`src/rtl/periodic_job_alarm_scheduler_assert.svh`:
```
// ---------------------------------------------------------------------------
// Assertion macros for the periodic job alarm scheduler
// Clocked implication checks with a synchronous active-low reset.
// ---------------------------------------------------------------------------
`ifndef PERIODIC_JOB_ALARM_SCHEDULER_ASSERT_SVH
`define PERIODIC_JOB_ALARM_SCHEDULER_ASSERT_SVH

// Same-cycle implication: cons must hold whenever ante holds.
`define PJAS_ASSERT_NOW(label, clk, rst_n, ante, cons, msg) \
  label: assert property (@(posedge clk) disable iff (!rst_n) (ante) |-> (cons)) \
    else $error(msg);

// Next-cycle implication: cons must hold in the cycle after ante.
`define PJAS_ASSERT_NEXT(label, clk, rst_n, ante, cons, msg) \
  label: assert property (@(posedge clk) disable iff (!rst_n) (ante) |=> (cons)) \
    else $error(msg);

`endif

```
`src/rtl/pjas_pkg.sv`:
```
// ---------------------------------------------------------------------------
// Periodic job alarm scheduler package
// Command codes and fixed field widths shared by the scheduler.
// ---------------------------------------------------------------------------
package pjas_pkg;

  localparam int TIME_W  = 32;
  localparam int MASK_W  = 8;
  localparam int COUNT_W = 4;

  typedef logic [2:0] cmd_t;

  localparam cmd_t CMD_ADD     = 3'd0;
  localparam cmd_t CMD_ALARM   = 3'd1;
  localparam cmd_t CMD_STOP    = 3'd2;
  localparam cmd_t CMD_COLLECT = 3'd3;
  localparam cmd_t CMD_CLEAR   = 3'd4;

  // One table entry: period in the upper half, remaining time in the lower.
  typedef struct packed {
    logic [TIME_W-1:0] period;
    logic [TIME_W-1:0] remaining;
  } job_entry_t;

endpackage

```
`src/rtl/pjas_ram.sv`:
```
// ---------------------------------------------------------------------------
// Generic single-port-write, single-port-read RAM
// One write and one registered read per cycle; contents undefined at reset.
// ---------------------------------------------------------------------------
module pjas_ram #(
  parameter int WIDTH = 64,
  parameter int DEPTH = 8,
  localparam int AW = (DEPTH > 1) ? $clog2(DEPTH) : 1
) (
  input  logic             clk,
  input  logic             we,
  input  logic [AW-1:0]    waddr,
  input  logic [WIDTH-1:0] wdata,
  input  logic [AW-1:0]    raddr,
  output logic [WIDTH-1:0] rdata
);

  logic [WIDTH-1:0] mem [DEPTH];
  logic [WIDTH-1:0] rdata_r;

  always_ff @(posedge clk) begin
    if (we) begin
      mem[waddr] <= wdata;
    end
    rdata_r <= mem[raddr];
  end

  assign rdata = rdata_r;

endmodule

```
`src/rtl/periodic_job_alarm_scheduler.sv`:
```
// ---------------------------------------------------------------------------
// Periodic job alarm scheduler
// Table of periodic jobs held in RAM, walked entry by entry to age the jobs
// and to find the earliest next alarm.
// ---------------------------------------------------------------------------
//
//   Channel  Direction  Handshake              Payload
//   in_      input      in_valid / in_ready    in_command, in_now, in_period
//   out_     output     out_valid / out_ready  out_accepted, out_alarm_set,
//                                              out_alarm_time, out_alarm_cancel,
//                                              out_running, out_pending_mask,
//                                              out_job_count
//
// Add, collect, clear, an alarm with no elapsed time while running, a stop
// while stopped and the unused codes go straight to the finish state and
// raise out_valid once the output register is free.
// Alarm/start and a stop while running walk the job RAM, one read per cycle
// through a read, update and minimum pipeline.
// One command is in flight at a time; the next transfer is taken as soon as
// the result has moved to the output register, even while that waits.
// rst_n is synchronous: it empties the table and clears pending marks and the
// running flag. The RAM itself is never cleared, as entries are written by add
// before they are read.
//
module periodic_job_alarm_scheduler
  import pjas_pkg::*;
#(
  parameter int MAX_JOBS = 8
) (
  input  logic              clk,
  input  logic              rst_n,

  input  logic              in_valid,
  output logic              in_ready,
  input  cmd_t              in_command,
  input  logic [TIME_W-1:0] in_now,
  input  logic [TIME_W-1:0] in_period,

  output logic               out_valid,
  input  logic               out_ready,
  output logic               out_accepted,
  output logic               out_alarm_set,
  output logic [TIME_W-1:0]  out_alarm_time,
  output logic               out_alarm_cancel,
  output logic               out_running,
  output logic [MASK_W-1:0]  out_pending_mask,
  output logic [COUNT_W-1:0] out_job_count
);

`include "periodic_job_alarm_scheduler_assert.svh"

  // Address width for the table, count width able to hold MAX_JOBS itself.
  localparam int AW = (MAX_JOBS > 1) ? $clog2(MAX_JOBS) : 1;
  localparam int CW = $clog2(MAX_JOBS + 1);
  localparam logic [CW-1:0] MAX_CNT = CW'(MAX_JOBS);

  // Sequencer states.
  localparam logic [1:0] ST_IDLE = 2'd0;
  localparam logic [1:0] ST_WALK = 2'd1;
  localparam logic [1:0] ST_FIN  = 2'd2;

  // Control state.
  logic [1:0]          state_r, state_nxt;
  logic [CW-1:0]       cnt_r, cnt_nxt;
  logic                run_r, run_nxt;
  logic [TIME_W-1:0]   start_r, start_nxt;
  logic [MAX_JOBS-1:0] pend_r, pend_nxt;
  logic [CW-1:0]       iss_r, iss_nxt;
  logic                dv_r, dv_nxt;
  logic                nv_r, nv_nxt;
  logic                first_r, first_nxt;
  logic                out_valid_r, out_valid_nxt;

  // Per-command working registers.
  cmd_t                cmd_r, cmd_nxt;
  logic [TIME_W-1:0]   now_r, now_nxt;
  logic [TIME_W-1:0]   elapsed_r, elapsed_nxt;
  logic                do_work_r, do_work_nxt;
  logic [AW-1:0]       wb_r, wb_nxt;
  logic [TIME_W-1:0]   nrem_r, nrem_nxt;
  logic [TIME_W-1:0]   min_r, min_nxt;

  // Result under construction.
  logic                acc_r, acc_nxt;
  logic                set_r, set_nxt;
  logic [TIME_W-1:0]   atime_r, atime_nxt;
  logic                cancel_r, cancel_nxt;
  logic [MASK_W-1:0]   mask_r, mask_nxt;

  // Output register.
  logic                out_load;
  logic                o_acc_r;
  logic                o_set_r;
  logic [TIME_W-1:0]   o_atime_r;
  logic                o_cancel_r;
  logic                o_run_r;
  logic [MASK_W-1:0]   o_mask_r;
  logic [COUNT_W-1:0]  o_count_r;

  // RAM ports.
  logic                ram_we;
  logic [AW-1:0]       ram_waddr;
  job_entry_t          ram_wdata;
  job_entry_t          ram_rdata;
  logic [2*TIME_W-1:0] ram_rdata_raw;

  // Helper values.
  logic [MAX_JOBS-1:0]        inuse;
  logic [MAX_JOBS+MASK_W-1:0] mask_ext;
  logic [CW+COUNT_W-1:0]      cnt_ext;
  logic [TIME_W-1:0]          elapsed_in;
  logic                       hit;

  pjas_ram #(
    .WIDTH (2 * TIME_W),
    .DEPTH (MAX_JOBS)
  ) u_job_ram (
    .clk   (clk),
    .we    (ram_we),
    .waddr (ram_waddr),
    .wdata (ram_wdata),
    .raddr (iss_r[AW-1:0]),
    .rdata (ram_rdata_raw)
  );

  assign ram_rdata = job_entry_t'(ram_rdata_raw);

  // Bit i is set for every job slot in use.
  always_comb begin
    for (int i = 0; i < MAX_JOBS; i++) begin
      inuse[i] = (CW'(i) < cnt_r);
    end
  end

  // Only jobs 0 to 7 show in the mask; a narrower table is zero-extended.
  assign mask_ext   = {{MASK_W{1'b0}}, pend_r & inuse};
  assign cnt_ext    = {{COUNT_W{1'b0}}, cnt_r};
  assign elapsed_in = in_now - start_r;
  assign in_ready   = (state_r == ST_IDLE);
  assign out_load   = (state_r == ST_FIN) && (!out_valid_r || out_ready);

  // An entry is used up when the elapsed time reaches its remaining time.
  assign hit = do_work_r && (elapsed_r >= ram_rdata.remaining);

  always_comb begin
    state_nxt     = state_r;
    cnt_nxt       = cnt_r;
    run_nxt       = run_r;
    start_nxt     = start_r;
    pend_nxt      = pend_r;
    iss_nxt       = iss_r;
    dv_nxt        = 1'b0;
    nv_nxt        = 1'b0;
    first_nxt     = first_r;
    out_valid_nxt = out_valid_r && !out_ready;
    cmd_nxt       = cmd_r;
    now_nxt       = now_r;
    elapsed_nxt   = elapsed_r;
    do_work_nxt   = do_work_r;
    wb_nxt        = wb_r;
    nrem_nxt      = nrem_r;
    min_nxt       = min_r;
    acc_nxt       = acc_r;
    set_nxt       = set_r;
    atime_nxt     = atime_r;
    cancel_nxt    = cancel_r;
    mask_nxt      = mask_r;
    ram_we        = 1'b0;
    ram_waddr     = cnt_r[AW-1:0];
    ram_wdata     = '{period: in_period, remaining: in_period};

    unique case (state_r)
      ST_IDLE: begin
        if (in_valid) begin
          cmd_nxt     = in_command;
          now_nxt     = in_now;
          elapsed_nxt = elapsed_in;
          iss_nxt     = '0;
          first_nxt   = 1'b1;
          acc_nxt     = 1'b0;
          set_nxt     = 1'b0;
          atime_nxt   = '0;
          cancel_nxt  = 1'b0;
          mask_nxt    = '0;
          state_nxt   = ST_FIN;
          unique case (in_command)
            CMD_ADD: begin
              if (!run_r && (cnt_r < MAX_CNT) && (in_period != '0)) begin
                ram_we  = 1'b1;
                cnt_nxt = cnt_r + 1'b1;
                acc_nxt = 1'b1;
                for (int i = 0; i < MAX_JOBS; i++) begin
                  if (CW'(i) == cnt_r) begin
                    pend_nxt[i] = 1'b0;
                  end
                end
              end
            end
            CMD_ALARM: begin
              // Running with no time gone by: nothing to do.
              if (!(run_r && (elapsed_in == '0))) begin
                do_work_nxt = run_r;
                state_nxt   = ST_WALK;
              end
            end
            CMD_STOP: begin
              if (run_r) begin
                cancel_nxt  = 1'b1;
                do_work_nxt = (elapsed_in != '0);
                state_nxt   = ST_WALK;
              end
            end
            CMD_COLLECT: begin
              mask_nxt = mask_ext[MASK_W-1:0];
              pend_nxt = pend_r & ~inuse;
            end
            CMD_CLEAR: begin
              pend_nxt  = '0;
              cnt_nxt   = '0;
              run_nxt   = 1'b0;
              start_nxt = '0;
            end
            default: begin
            end
          endcase
        end
      end

      ST_WALK: begin
        // Stage 0: issue one read per cycle over the slots in use.
        if (iss_r != cnt_r) begin
          iss_nxt = iss_r + 1'b1;
          dv_nxt  = 1'b1;
          wb_nxt  = iss_r[AW-1:0];
        end
        // Stage 1: age the entry just read and write it back.
        if (dv_r) begin
          nv_nxt = 1'b1;
          if (!do_work_r) begin
            nrem_nxt = ram_rdata.remaining;
          end else if (hit) begin
            nrem_nxt = ram_rdata.period;
          end else begin
            nrem_nxt = ram_rdata.remaining - elapsed_r;
          end
          if (do_work_r) begin
            ram_we    = 1'b1;
            ram_waddr = wb_r;
            ram_wdata = '{period: ram_rdata.period, remaining: nrem_nxt};
          end
          if (hit) begin
            for (int i = 0; i < MAX_JOBS; i++) begin
              if (AW'(i) == wb_r) begin
                pend_nxt[i] = 1'b1;
              end
            end
          end
        end
        // Stage 2: running minimum of the updated remaining times.
        if (nv_r) begin
          if (first_r || (nrem_r < min_r)) begin
            min_nxt = nrem_r;
          end
          first_nxt = 1'b0;
        end
        // Pipeline drained: arm the alarm or stop.
        if ((iss_r == cnt_r) && !dv_r && !nv_r) begin
          state_nxt = ST_FIN;
          if (cmd_r == CMD_ALARM) begin
            if (!first_r && (min_r != '0)) begin
              start_nxt = now_r;
              atime_nxt = now_r + min_r;
              set_nxt   = 1'b1;
              run_nxt   = 1'b1;
            end
          end else begin
            run_nxt = 1'b0;
          end
        end
      end

      ST_FIN: begin
        if (out_load) begin
          out_valid_nxt = 1'b1;
          state_nxt     = ST_IDLE;
        end
      end

      default: begin
        state_nxt = ST_IDLE;
      end
    endcase
  end

  always_ff @(posedge clk) begin
    if (!rst_n) begin
      state_r     <= ST_IDLE;
      cnt_r       <= '0;
      run_r       <= 1'b0;
      start_r     <= '0;
      pend_r      <= '0;
      iss_r       <= '0;
      dv_r        <= 1'b0;
      nv_r        <= 1'b0;
      first_r     <= 1'b1;
      out_valid_r <= 1'b0;
    end else begin
      state_r     <= state_nxt;
      cnt_r       <= cnt_nxt;
      run_r       <= run_nxt;
      start_r     <= start_nxt;
      pend_r      <= pend_nxt;
      iss_r       <= iss_nxt;
      dv_r        <= dv_nxt;
      nv_r        <= nv_nxt;
      first_r     <= first_nxt;
      out_valid_r <= out_valid_nxt;
    end
  end

  // Working and payload registers carry no reset.
  always_ff @(posedge clk) begin
    cmd_r     <= cmd_nxt;
    now_r     <= now_nxt;
    elapsed_r <= elapsed_nxt;
    do_work_r <= do_work_nxt;
    wb_r      <= wb_nxt;
    nrem_r    <= nrem_nxt;
    min_r     <= min_nxt;
    acc_r     <= acc_nxt;
    set_r     <= set_nxt;
    atime_r   <= atime_nxt;
    cancel_r  <= cancel_nxt;
    mask_r    <= mask_nxt;
    if (out_load) begin
      o_acc_r    <= acc_r;
      o_set_r    <= set_r;
      o_atime_r  <= atime_r;
      o_cancel_r <= cancel_r;
      o_run_r    <= run_r;
      o_mask_r   <= mask_r;
      o_count_r  <= cnt_ext[COUNT_W-1:0];
    end
  end

  assign out_valid        = out_valid_r;
  assign out_accepted     = o_acc_r;
  assign out_alarm_set    = o_set_r;
  assign out_alarm_time   = o_atime_r;
  assign out_alarm_cancel = o_cancel_r;
  assign out_running      = o_run_r;
  assign out_pending_mask = o_mask_r;
  assign out_job_count    = o_count_r;

  // The read/update pipeline is empty whenever a new command can be taken.
  `PJAS_ASSERT_NOW(a_pipe_empty_on_idle, clk, rst_n, in_ready, !dv_r && !nv_r, "walk pipeline busy while idle")
  // Write-backs during a walk only happen from the update stage.
  `PJAS_ASSERT_NOW(a_walk_write_stage, clk, rst_n, ram_we && (state_r == ST_WALK), dv_r && do_work_r, "table write outside update stage")
  // The table never grows past its depth.
  `PJAS_ASSERT_NOW(a_count_bound, clk, rst_n, 1'b1, cnt_r <= MAX_CNT, "job count beyond table depth")
  // Slots not in use never carry a pending mark.
  `PJAS_ASSERT_NOW(a_pend_in_use, clk, rst_n, 1'b1, (pend_r & ~inuse) == '0, "pending mark on an empty slot")
  // A successful add is only possible while stopped.
  `PJAS_ASSERT_NEXT(a_add_stopped, clk, rst_n, out_load && acc_r, !o_run_r, "job added while running")

endmodule

```
`config.mk`:
```
export PLATFORM = sky130hd
export DESIGN_NAME = periodic_job_alarm_scheduler
export DESIGN_NICKNAME = d
export VERILOG_FILES = /design/src/rtl/pjas_pkg.sv /design/src/rtl/pjas_ram.sv /design/src/rtl/periodic_job_alarm_scheduler.sv
export VERILOG_INCLUDE_DIRS = /design/src /design/src/rtl
export SDC_FILE = /design/constraint.sdc
export NUM_CORES = 1
export LEC_CHECK = 0
export ABC_CLOCK_PERIOD_IN_PS = 7500
export BUFFER_PORTS_ARGS = -buffer_cell sky130_fd_sc_hd__buf_2
export CORE_UTILIZATION = 45
export CTS_CLUSTER_SIZE = 20
export DETAILED_ROUTE_END_ITERATION = 10
export GPL_TIMING_DRIVEN = 0
export PLACE_DENSITY = 0.63
export SLEW_MARGIN = 0
export SYNTH_ARGS = -nofsm -noshare
export SYNTH_HDL_FRONTEND = slang
export SYNTH_HIERARCHICAL = 1
export SYNTH_SLANG_ARGS = --single-unit
```
`constraint.sdc`:
```
create_clock -name clk -period 7.5 [get_ports clk]
set_input_delay 0.75 -clock clk [delete_from_list [all_inputs] [get_ports clk]]
set_output_delay 0.75 -clock clk [all_outputs]
set_load 0.01 [all_outputs]
```
Yosys cells after proc, flatten, opt, wreduce, memory -nomap -nowiden
Memories as Yosys holds them, arrays and structs flattened. A register that Yosys moved wholly into a read port is not among the register bits.
Cells that the tools add are included.
- reduce and logical (&&, ||, !) cells: 49
- $add $sub $neg: 5
- magnitude comparators: 11
- bitwise gates (word level): 3
- div/mod/pow operators: 0
- equality and inequality tests: 55
- multipliers: 0
- muxes and demuxes: 82
- shifts and indexed selects: 0
- operators with widths (kind ; count):
    two-way mux 32 bit ; 11
    two-way mux 64 bit ; 3
    case mux 32 bit (2 select lines) ; 2
    nonzero test 32 bit ; 3
    AND reduction 8 bit ; 8
    subtractor 32 bit ; 2
    two-way mux 1 bit ; 40
    != test 2 bit (second input constant) ; 20
    adder 32 bit ; 1
    >= comparator 32 bit ; 1
    zero test 32 bit ; 1
    < comparator 32 bit ; 1
    two-way mux 8 bit ; 4
    != test 3 bit (second input constant) ; 10
    case mux 8 bit (3 select lines) ; 1
    bitwise AND 8 bit ; 2
    == test 3 x 4 -> 1 bit (first input constant) ; 4
    < comparator 3 x 4 -> 1 bit (first input constant) ; 4
    case mux 4 bit (2 select lines) ; 2
    case mux 8 bit (2 select lines) ; 1
    AND reduction 5 bit ; 3
    == test 3 bit (first input constant) ; 4
    two-way mux 4 bit ; 3
    AND reduction 3 bit ; 4
    33 further kinds ; 70
- ROM bits: 0
- word-level logic and storage cells: 242
- register bits: 281
- memory bits (writable): 512
- input port bits: 71
- bits in latches: 0
- output and inout bits: 50
- memories: 1
- memory list (name ; words ; width ; read ports ; clocked after memory_dff ; wr ports ; RTL line ; text):
    u_job_ram.mem ; 8 ; 64 ; 1 ; 1 ; 1 ; pjas_ram.sv:18 ; logic [WIDTH-1:0] mem [DEPTH];

Longest topological paths before layout
- depth in word-level cells: 9
- depth in mapped cells: 16
- mapped depth without buffers: 14

Hierarchy
The synthesis kept the hierarchy.
- modules (own cells, without submodules) (module ; area each (um^2) ; cells an instance ; instances):
    pjas_ram ; 20547.2 ; 816 ; 1
    periodic_job_alarm_scheduler ; 17182.7 ; 1817 ; 1

Worst setup path after synthesis
OpenSTA, ideal clock, no wires.
- path type: reg2reg
- start point: register state_r[1]
- end point: memory u_job_ram.mem[4][0] (enable)
- buffers on the path: 1
- stages on the path, launching flop included: 9
- arrival: 7.232 ns
- required time: 6.935 ns
- path slack: -0.296 ns
- path through: dfxtp_1 clkbuf_1 nor2_1 nand2_1 inv_1 nand2_1 nand2_1 nand2_1 nor3_1
- word-level cells in the longest chain between the ends: 4
- ends and longest elaborated chain (what ; RTL line ; text):
    start: declaration ; periodic_job_alarm_scheduler.sv:63 ; logic [1:0] state_r, state_nxt;
    start signal: assignment ; periodic_job_alarm_scheduler.sv:308 ; state_r <= state_nxt;
    zero test 2 bit ; -- ;
    net in_ready ; periodic_job_alarm_scheduler.sv:34 ; output logic in_ready,
    case mux 1 bit (2 select lines) ; periodic_job_alarm_scheduler.sv:172 ; unique case (state_r)
    net ram_we ; periodic_job_alarm_scheduler.sv:101 ; logic ram_we;
    two-way mux 1 bit ; pjas_ram.sv:22 ; if (we) begin
    two-way mux 1 bit (implied by the code) ; pjas_ram.sv:23 ; mem[waddr] <= wdata;
    end: declaration ; pjas_ram.sv:18 ;
The timed path passes the listed nets, and every way through them passes these cells.

Worst setup path in the final report
- start point: register state_r[1]
- end point: memory u_job_ram.mem[3][8] (enable)
- RTL lines (what ; RTL line ; text):
    == test 2 x 1 -> 1 bit ; periodic_job_alarm_scheduler.sv:172 ;
    two-way mux 3 bit ; periodic_job_alarm_scheduler.sv:172 ;
    net ram_waddr[0] ; periodic_job_alarm_scheduler.sv:102 ; logic [AW-1:0] ram_waddr;
The timed path passes the listed nets, and every way through them passes these cells.

==> results.md <==
- Status: completed
- Worst r2r src: state_r[1]$_SDFFE_PN0P_
- Share of layout cells above drive strength 1: 0.180
- Syn Nets: approximately 2800
- Sw frac: 0.228
- Peak VDD IR: ~0.2 mV
- Max_cap viols: 0
- Area delta synth->final: 14.8%
- Crit path launch type: flop
- # rows: roughly 110
- All-Layer GR Usage: 0.235
- First-pass GRT wire length: ~150 mm
- GRT overflow: 0
- Switching power: roughly 2.4 mW
- Die width: roughly 290 um
- CP Class: flop to flop
- Post-synth ARST share: 0
- Flop2flop setup slack: 2.25 ns
- Maximum clock rate: about 190 MHz
- Max incr delay on CP: between 0.9 and 1 ns
- Period utilization: 0.700
- Unique masters post-synth: 84
- Post-CTS sizing: 0
- DRC viols: 0
- Minimum clock period after layout: about 5.2 ns
- CTS clock-pin slew for the worst setup and hold paths: around 0.06 ns
- Max-Slew Margin vs Limit: 0.196
- Critical Path AT: 5.59 ns
- Worst-skew pair later-pin latency: between 0.6 and 0.7 ns
- Io pins: 121
- Most used cell, CP: clkbuf_1
- Port bufs: about 120
- Filler Cell Count: between 6000 and 7000
- RSZ-0062 raised after global routing: no
- PD cells: roughly 240 nW/um^2
- Die Y-Extent: 292 um
- Final setup viols: 0
- Synth Cell Area: 37700 um^2
- Internal: slightly above 8 mW
- Crit-path cells: clkbuf_1 > nand2b_1 > clkbuf_1 > inv_2 > and3_1 > clkbuf_1 > clkbuf_1 > o21ai_0 > nand2_1 > nor2_4 > buf_12 > buf_12
- Worst R2R Path Depth: 12
- Hold Path Sink: now_r[0]$_DFFE_PP_
- Global placer's final weighted congestion: roughly 0.9
- TritonRoute pass-1 iters: 5
- Clock sinks: approximately 860
- Clock power share: 0.423
- Worst slew pin tran: roughly 1.2 ns
- Worst Hold Class: primary input to flop
- Vias in the first global route: between 20000 and 25000
- Vias/cell: 5.76
- Remaining antenna violation count: 0
- Most area-hungry cell type in the Yosys netlist: edfxtp_1
- Initial antenna violation count: 1
- Sequential Power Share: 0.508
- Synth warn: 6
- Final Max Slew Viols: 0
- Most used DFF post-synth: edfxtp_1
- Total Nets Final: between 3000 and 4000
- Cell count after synthesis: roughly 2600
- Top cells by area, synth: edfxtp_1, mux4_2, dfxtp_1
- Die ar.: around 85000 um^2
- Synth Area per Inst: roughly 14 um^2
- Post-synth EDFFs: about 740
- Core Footprint: approximately 83000 um^2
- Critical Path Fanout Max: 23
- Leak: approximately 15 nW
- Setup TNS: 0 ns
- Clock root buffer: clkbuf_16
- Worst setup EP type: flop
- DP HPWL: approximately 73 mm
- H-tree levels: 3
- Hold path start: in_now[0]
- Share of the synthesized area in the top cell type: 0.587
- Antenna Cells: 0
- # Post-CTS Setup Buffers: 0
- Largest net degree at the start of global routing: between 40 and 50
- TritonCTS Buffers: 89
- Clk_skew: ~0.032 ns
- CTS Hold Bufs: 0
- Layout Cells excl Fill: approximately 4000
- Starting DRT DRC Count: approximately 2100
- Final hold vios: 0
- Via count: 23100
- Seq/Total Area, Yosys: 0.651
- TritonCTS clock tree: done
- Maximum buffer depth of the clock tree: 3
- Worst EP required: just under 8 ns
- Cell count of the worst hold path: 1
- Worst R2R End: u_job_ram/mem[3][8]$_DFFE_PP_
- Comb pwr share: 0.068
- Avg WL per Cell: between 20 and 25 um
- Initial Utilization: 0.457
- Slowest cell on the critical path: o21ai_0
- Placed Instances: roughly 3900
- Synth Register Bits: around 860
- Total Wirelength: roughly 100 mm
## registers in the layout (all words and copies together), names as in the netlist, 2 cells and up
register / cells
out_job_count: 4
start_r: 32
wb_r: 3
u_job_ram/mem: 512
cnt_r: 4
now_r: 32
nrem_r: 32
min_r: 32
u_job_ram/rdata: 64
atime_r: 32
out_pending_mask: 8
pend_r: 8
elapsed_r: 32
cmd_r: 3
iss_r: 4
state_r: 2
mask_r: 8
out_alarm_time: 32
## synth_stat cells (26+ instances only)
master      n
edfxtp_1  738
nand2_1   227
a21oi_1   178
nor2_1    139
inv_1     134
ha_1      129
mux4_2    128
dfxtp_1   119
o21ai_0    86
mux2_2     65
clkbuf_1   60
nand3_1    54
a21o_1     50
nor3_1     49
xnor2_1    49
nand2b_1   36
xor2_1     33
a31oi_1    27
nand4_1    26
## cell usage in the layout, fill, tap and decap left out, types with 10 or more instances in the layout
cell	count
edfxtp_1	738
nand2_1	227
a21oi_1	178
inv_1	133
nor2_1	133
ha_1	129
mux4_2	128
buf_2	126
dfxtp_1	119
clkbuf_16	91
o21ai_0	85
clkbuf_1	77
mux2_2	65
nand3_1	54
a21o_1	50
xnor2_1	49
nor3_1	46
nand2b_1	36
xor2_1	33
a31oi_1	27
nand4_1	26
nor4_1	22
nor2b_1	22
and3_1	21
a211oi_1	18
mux2i_1	18
clkinv_2	17
o21bai_1	14
buf_1	14
buf_12	14
o211ai_1	13
clkinv_1	13
buf_6	13
o21a_1	11
and2_1	11
nor3b_1	10
a311oi_1	10
## through the flow
| step | util | instance area (um^2) | total power [mW] | hold WS [ns] | setup WS [ns] |
|---|---|---|---|---|---|
| after floorplan | - | 37700 | 5.84 | 0.400 | 1.42 |
| after global placement | 0.481 | 39700 | 6.09 | 0.401 | -2.64 |
| after detailed placement | 0.489 | 40300 | 6.10 | 0.405 | 1.59 |
| after CTS | 0.525 | 43300 | 10.5 | 0.267 | 1.59 |
| after global routing | 0.525 | 43300 | 10.7 | 0.289 | 1.94 |
| final | 0.525 | 43300 | 10.4 | 0.298 | 2.25 |
## worst max-delay path: cells and delay by family, from the launching register on
family / cells / cell delay (ns)
AO/OA/AOI/OAI: 1 / 0.93
buffers and inverters: 7 / 2.13
flip-flops: 1 / 0.30
AND/OR/NAND/NOR: 4 / 1.52
## cell families (layout without fill, tap and decap cells)
group	Yosys count	count (layout)	share of synthesized area
adder cells (fa/ha/maj)	132	132	0.0444
buffers and inverters	231	543	0.0257
AND/OR/NAND/NOR	646	646	0.0808
multiplexers	211	211	0.101
flip-flops	857	857	0.651
AO/OA/AOI/OAI	474	474	0.0790
XOR/XNOR	82	82	0.0190
## final cells by class
class                      instances  area [um^2]  share of cell area
timing repair buffer             147         1190              0.0275
clock buffer                     117         2460              0.0569
buffer                            95          459              0.0106
tap                             1070         1340              0.0309
inverter                         136          513              0.0118
sequential                       857        24500               0.567
clock inverter                    48          490              0.0113
multi-input combinational       1545        12300               0.284
## metal layers
metal  wire length [um]  vias to the layer above  track usage
met1              43000                    11600        0.324
met5                  0                        -            0
met4               2760                        0       0.0706
met2              47900                      802        0.387
li1                   -                    10600            -
met3               6020                      149       0.0344
## power groups by stage
| stage | clock (mW) | combinational [mW] | sequential (mW) |
|---|---|---|---|
| 4_1_cts | 4.51 | 0.709 | 5.30 |
| 3_5_place_dp | 0 | 0.702 | 5.40 |
| 6_report | 4.41 | 0.713 | 5.30 |
| 2_1_floorplan | 0 | 0.441 | 5.40 |
| 5_1_grt | 4.67 | 0.778 | 5.31 |
| 3_3_place_gp | 0 | 0.680 | 5.41 |
## worst max-delay path by stage
stage	from	slack [ns]	end	cells past startpoint
2_1_floorplan	state_r[1]$_SDFFE_PN0P_	1.42	u_job_ram/mem[7][0]$_DFFE_PP_	8
3_3_place_gp	in_valid	-2.64	u_job_ram/mem[2][12]$_DFFE_PP_	7
3_5_place_dp	state_r[1]$_SDFFE_PN0P_	1.59	u_job_ram/mem[3][8]$_DFFE_PP_	13
4_1_cts	state_r[1]$_SDFFE_PN0P_	1.59	u_job_ram/mem[6][12]$_DFFE_PP_	12
5_1_grt	state_r[1]$_SDFFE_PN0P_	1.94	u_job_ram/mem[6][12]$_DFFE_PP_	12
6_report	state_r[1]$_SDFFE_PN0P_	2.25	u_job_ram/mem[3][8]$_DFFE_PP_	12
(Power assumes the default switching activity.)
